### src/mcu_port_bus_bridge_assert.svh
// Assertion macros used by the bridge controller.
`ifndef MCU_PORT_BUS_BRIDGE_ASSERT_SVH
`define MCU_PORT_BUS_BRIDGE_ASSERT_SVH

`ifndef ASSERT_OFF

// Checked at every rising edge outside of reset.
`define MPB_ASSERT(label, clk, rst, prop, msg) \
  label: assert property (@(posedge clk) disable iff (rst) prop) else $error(msg);

// Checked at every rising edge, reset included.
`define MPB_ASSERT_ALWAYS(label, clk, prop, msg) \
  label: assert property (@(posedge clk) prop) else $error(msg);

`else

`define MPB_ASSERT(label, clk, rst, prop, msg)
`define MPB_ASSERT_ALWAYS(label, clk, prop, msg)

`endif

`endif

### src/mpb_pkg.sv
package mpb_pkg;

  // Item operation codes.
  typedef enum logic [2:0] {
    OP_PORT1_WR = 3'd0,
    OP_PORT2_WR = 3'd1,
    OP_PORT3_WR = 3'd2,
    OP_PORT4_WR = 3'd3,
    OP_MAIN_RD  = 3'd4,
    OP_MAIN_WR  = 3'd5
  } op_t;

  // Configuration register indexes.
  localparam int CFG_IDX_W = 2;
  localparam logic [CFG_IDX_W-1:0] CFG_DIP_A = 2'd0;
  localparam logic [CFG_IDX_W-1:0] CFG_DIP_B = 2'd1;

  localparam logic [7:0] DIP_A_RESET = 8'hfe;
  localparam logic [7:0] DIP_B_RESET = 8'hff;

  // Port bit positions.
  localparam int P1_IRQ_BIT   = 6;
  localparam int P1_READ_BIT  = 7;
  localparam int P2_START_BIT = 4;

  // Offsets into shared RAM are 10 bits wide.
  localparam int OFFSET_W = 10;

  // Bus select codes for non-RAM reads.
  localparam logic [1:0] SEL_DIP_A = 2'd0;
  localparam logic [1:0] SEL_DIP_B = 2'd1;
  localparam logic [1:0] SEL_JOY_1 = 2'd2;
  localparam logic [1:0] SEL_JOY_2 = 2'd3;

  // What the pending RAM read is used for.
  typedef enum logic [1:0] {
    RD_NONE,
    RD_IRQ,
    RD_BUS,
    RD_MAIN
  } rd_kind_t;

  typedef enum logic [1:0] {
    ST_CLEAR,
    ST_IDLE,
    ST_ACCESS
  } state_t;

  typedef struct packed {
    logic accept;
    logic finish;
    logic clear_we;
  } dp_cmd_t;

  typedef struct packed {
    logic clear_done;
  } dp_status_t;

endpackage

### src/mpb_ctrl.sv
`include "mcu_port_bus_bridge_assert.svh"

module mpb_ctrl import mpb_pkg::*; (
  input  logic       clk,
  input  logic       rst,
  input  logic       in_valid,
  output logic       in_stall,
  output logic       out_valid,
  input  logic       out_stall,
  output dp_cmd_t    cmd,
  input  dp_status_t status
);

  state_t state;
  state_t state_next;
  logic   out_valid_next;

  // State and result-valid registers.
  always_ff @(posedge clk) begin
    if (rst) begin
      state     <= ST_CLEAR;
      out_valid <= 1'b0;
    end else begin
      state     <= state_next;
      out_valid <= out_valid_next;
    end
  end

  // Next state and datapath commands.
  always_comb begin
    state_next   = state;
    cmd.accept   = 1'b0;
    cmd.finish   = 1'b0;
    cmd.clear_we = 1'b0;
    in_stall     = (state != ST_IDLE);
    case (state)
      ST_CLEAR: begin
        cmd.clear_we = 1'b1;
        if (status.clear_done) begin
          state_next = ST_IDLE;
        end
      end
      ST_IDLE: begin
        if (in_valid) begin
          cmd.accept = 1'b1;
          state_next = ST_ACCESS;
        end
      end
      ST_ACCESS: begin
        if (!out_valid || !out_stall) begin
          cmd.finish = 1'b1;
          state_next = ST_IDLE;
        end
      end
      default: begin
        state_next = ST_CLEAR;
      end
    endcase
  end

  // A result stays valid until its transfer.
  always_comb begin
    if (cmd.finish) begin
      out_valid_next = 1'b1;
    end else if (out_valid && !out_stall) begin
      out_valid_next = 1'b0;
    end else begin
      out_valid_next = out_valid;
    end
  end

  `MPB_ASSERT(a_accept_then_access, clk, rst, (in_valid && !in_stall) |=> (state == ST_ACCESS), "accepted item did not reach the access state")
  `MPB_ASSERT(a_no_overwrite, clk, rst, !(cmd.finish && out_valid && out_stall), "result register overwritten while stalled")
  `MPB_ASSERT(a_valid_drop, clk, rst, $fell(out_valid) |-> $past(!out_stall), "result dropped without a transfer")
  `MPB_ASSERT(a_clear_complete, clk, rst, ($past(state == ST_CLEAR) && state == ST_IDLE) |-> $past(status.clear_done), "clearing pass left early")

endmodule

### config.mk
export PLATFORM = sky130hd
export DESIGN_NAME = mpb_ctrl
export DESIGN_NICKNAME = d
export VERILOG_FILES = /design/src/mpb_pkg.sv /design/src/mpb_ctrl.sv
export VERILOG_INCLUDE_DIRS = /design/src /design/src/src
export SDC_FILE = /design/constraint.sdc
export NUM_CORES = 1
export LEC_CHECK = 0
export ABC_AREA = 1
export BUFFER_PORTS_ARGS = -buffer_cell sky130_fd_sc_hd__clkbuf_2
export CORE_AREA = 5 5 42 44
export DETAILED_ROUTE_END_ITERATION = 8
export DIE_AREA = 0 0 47 49
export PLACE_DENSITY = 0.39
export SYNTH_ARGS = -nofsm -noshare
export SYNTH_HDL_FRONTEND = slang
export SYNTH_SLANG_ARGS = --single-unit
### constraint.sdc
create_clock -name clk -period 1 [get_ports clk]
set_clock_uncertainty 0.2 [all_clocks]
set_input_delay 0.1 -clock clk [delete_from_list [all_inputs] [get_ports clk]]
set_output_delay 0.1 -clock clk [all_outputs]
set_load 0.01 [all_outputs]
==> impl_metrics.tcl <==
set metrics [dict create \
    violations "hold timing, setup timing" \
    yosysUniqueCellTypes 11 \
    path_clk_slew_ns 0.04 \
    die_h_um 49 \
    slowest_delay_ns 0.31 \
    p_leak_uw 0.000165 \
    ir_drop_mv 0.361 \
    overflow 0 \
    worstMarginPinSlew_ns 0.129 \
    drv_cap 0 \
    arrival_ns 0.94 \
    setup_violations 6 \
    dieArea_um2 2300 \
    antenna_left 0 \
    fillCellCount 165 \
    grt_max_degree 5 \
    fin_crit_sh 1.24 \
    io_buffer_count 9 \
    fin_setup_tns_ns -0.941 \
    cts_tree "done" \
    place_congestion 0.689 \
    worst_slack_ns -0.238 \
    cp-start-kind "register" \
    nets 47 \
    outcome "finished, violations left" \
    clk_path_buf_depth 2 \
    synth_cells 24 \
    dp_hpwl_um 339 \
    die_x_um 47 \
    cp_slowest_cell "dfxtp_2" \
    synth_area_um2 160 \
    power_density_nw_per_um2 1400 \
    wl_per_cell_um 6.93 \
    placedCellCount 51 \
    area_growth_pct 85.9 \
    path_class "reg2out" \
    slew_headroom 0.914 \
    pre_cts_ws_ns -0.0685 \
    min_period_ns 1.24 \
    crit_required_ns 0.70 \
    final_cell_mix "clkbuf_2, nand2_1, inv_1, buf_4" \
    vias 196 \
    io_pins 10 \
    drt_pass1_iterations 1 \
    cts-root-buf "clkbuf_4" \
    layout-drive-gt1-share 0.634 \
    syn_area_per_cell_um2 6.67 \
    rows 14 \
    ctsHoldBuffers 1 \
    synth_area_leaders "dfxtp_1, inv_1, nand2_1" \
    seq_area_frac_synth 0.375 \
    critPathCaptureType "primary output" \
    numCtsBuffers 3 \
    avgViaCountPerCell 3.44 \
    hp-class "in2reg" \
    grt_pass1_vias 187 \
    drt_iter0_markers 0 \
    start_util 0.114 \
    timing.hold.ws_ns -0.0729 \
    drv_slew 0 \
    synth_top_area_cell "dfxtp_1" \
    grt_pass1_wl_um 669 \
    antenna_found_initial 0 \
    grt_usage 0.0436 \
    core_area_um2 1400 \
    layout.cells.non_filler 57 \
    drc_errors 0 \
    hold_viol_final 3 \
    synth_nets 29 \
    synth_top_area_frac 0.375 \
    fmax_mhz 808 \
    cts_max_level 1 \
    ys_ff_latch 3 \
    rsz0062_at_grt "true" \
    synth-warning-count 0 \
    drt_wl_total_um 395 \
    worstPathMaxFanout 2 \
    diodes 0 \
    clock_latency_ns 0.23 \
    cts.sink_count 3 \
    cp_cell_sequence "buf_4 > nor2_1 > clkbuf_2" \
    layout_commonest_cell "clkbuf_2" \
]
synth_stat cells (all sizes together):
| cell type | count |
|---|---|
| inv | 6 |
| nand2 | 6 |
| nor2 | 4 |
| dfxtp | 3 |
| a21oi | 2 |
| buf | 1 |
| nand3 | 1 |
| o21ai | 1 |
kinds of logic (layout without fill, tap and decap cells):
family / after synthesis / count (layout) / synth area share
DFF: 3 / 3 / 0.375
and+or+nand+nor: 11 / 11 / 0.297
buffers and inverters: 7 / 24 / 0.188
AOI/OAI and AO/OA: 3 / 3 / 0.141
report_power, final:
part / internal [µW] / switching [µW] / leakage [µW] / total [µW]
Combinational: 36.6 / 34.0 / 0.000124 / 70.6
Sequential: 127 / 6.82 / 0.0000261 / 134
Clock: 149 / 61.1 / 0.0000150 / 211
cell type report:
type | count | area [µm²] | share of cell area
inverter | 6 | 22.5 | 0.0756
timing repair buffer | 14 | 85.1 | 0.286
multi-input combinational | 14 | 77.6 | 0.261
clock buffer | 4 | 26.3 | 0.0882
sequential | 3 | 66.3 | 0.223
tap | 16 | 20.0 | 0.0672
path summary, 6_finish.rpt:
check        startpoint   endpoint  slack (ns)  depth (start not counted)
max            state[1]     cmd[0]       -0.24                          3
min reg2reg   out_valid  out_valid        0.28                          2
min           out_stall  out_valid       -0.07                          3
max reg2reg    state[0]  out_valid       -0.03                          4
critical path, delay by kind of cell, from the launching register on:
family	cells	cell delay, ns
buffers and inverters	2	0.27
DFF	1	0.31
and+or+nand+nor	1	0.12
routing by layer:
layer	up-vias	track usage	wire (µm)
met5	-	0	0
met4	0	0.0415	0
met3	0	0.0332	37
met2	4	0.0656	224
met1	88	0.0329	134
li1	104	-	-
state kept, by name, summed over array words and instances, names as in the netlist:
name	cells
state	2
out_valid	1
what timing repair did:
| action | 4_1_cts | 5_1_grt |
|---|---|---|
| endpoints found under the setup margin | 6 | 7 |
| pin swaps | 2 | 0 |
| setup buffers | 1 | 1 |
| resized for setup | 3 | 7 |
| hold endpoints to repair | 3 | 3 |
| cloned | 0 | 0 |
metrics by stage:
step	total power [µW]	cell area, µm²	utilization	hold WS, ns
global route	448	298	0.213	-0.0620
detailed placement	200	241	0.172	0.105
finish	415	298	0.213	-0.0729
CTS	432	284	0.203	-0.0691
floorplan	166	161	-	-0.0449
global placement	200	241	0.172	0.106
Power figures use the tool's default switching activity.
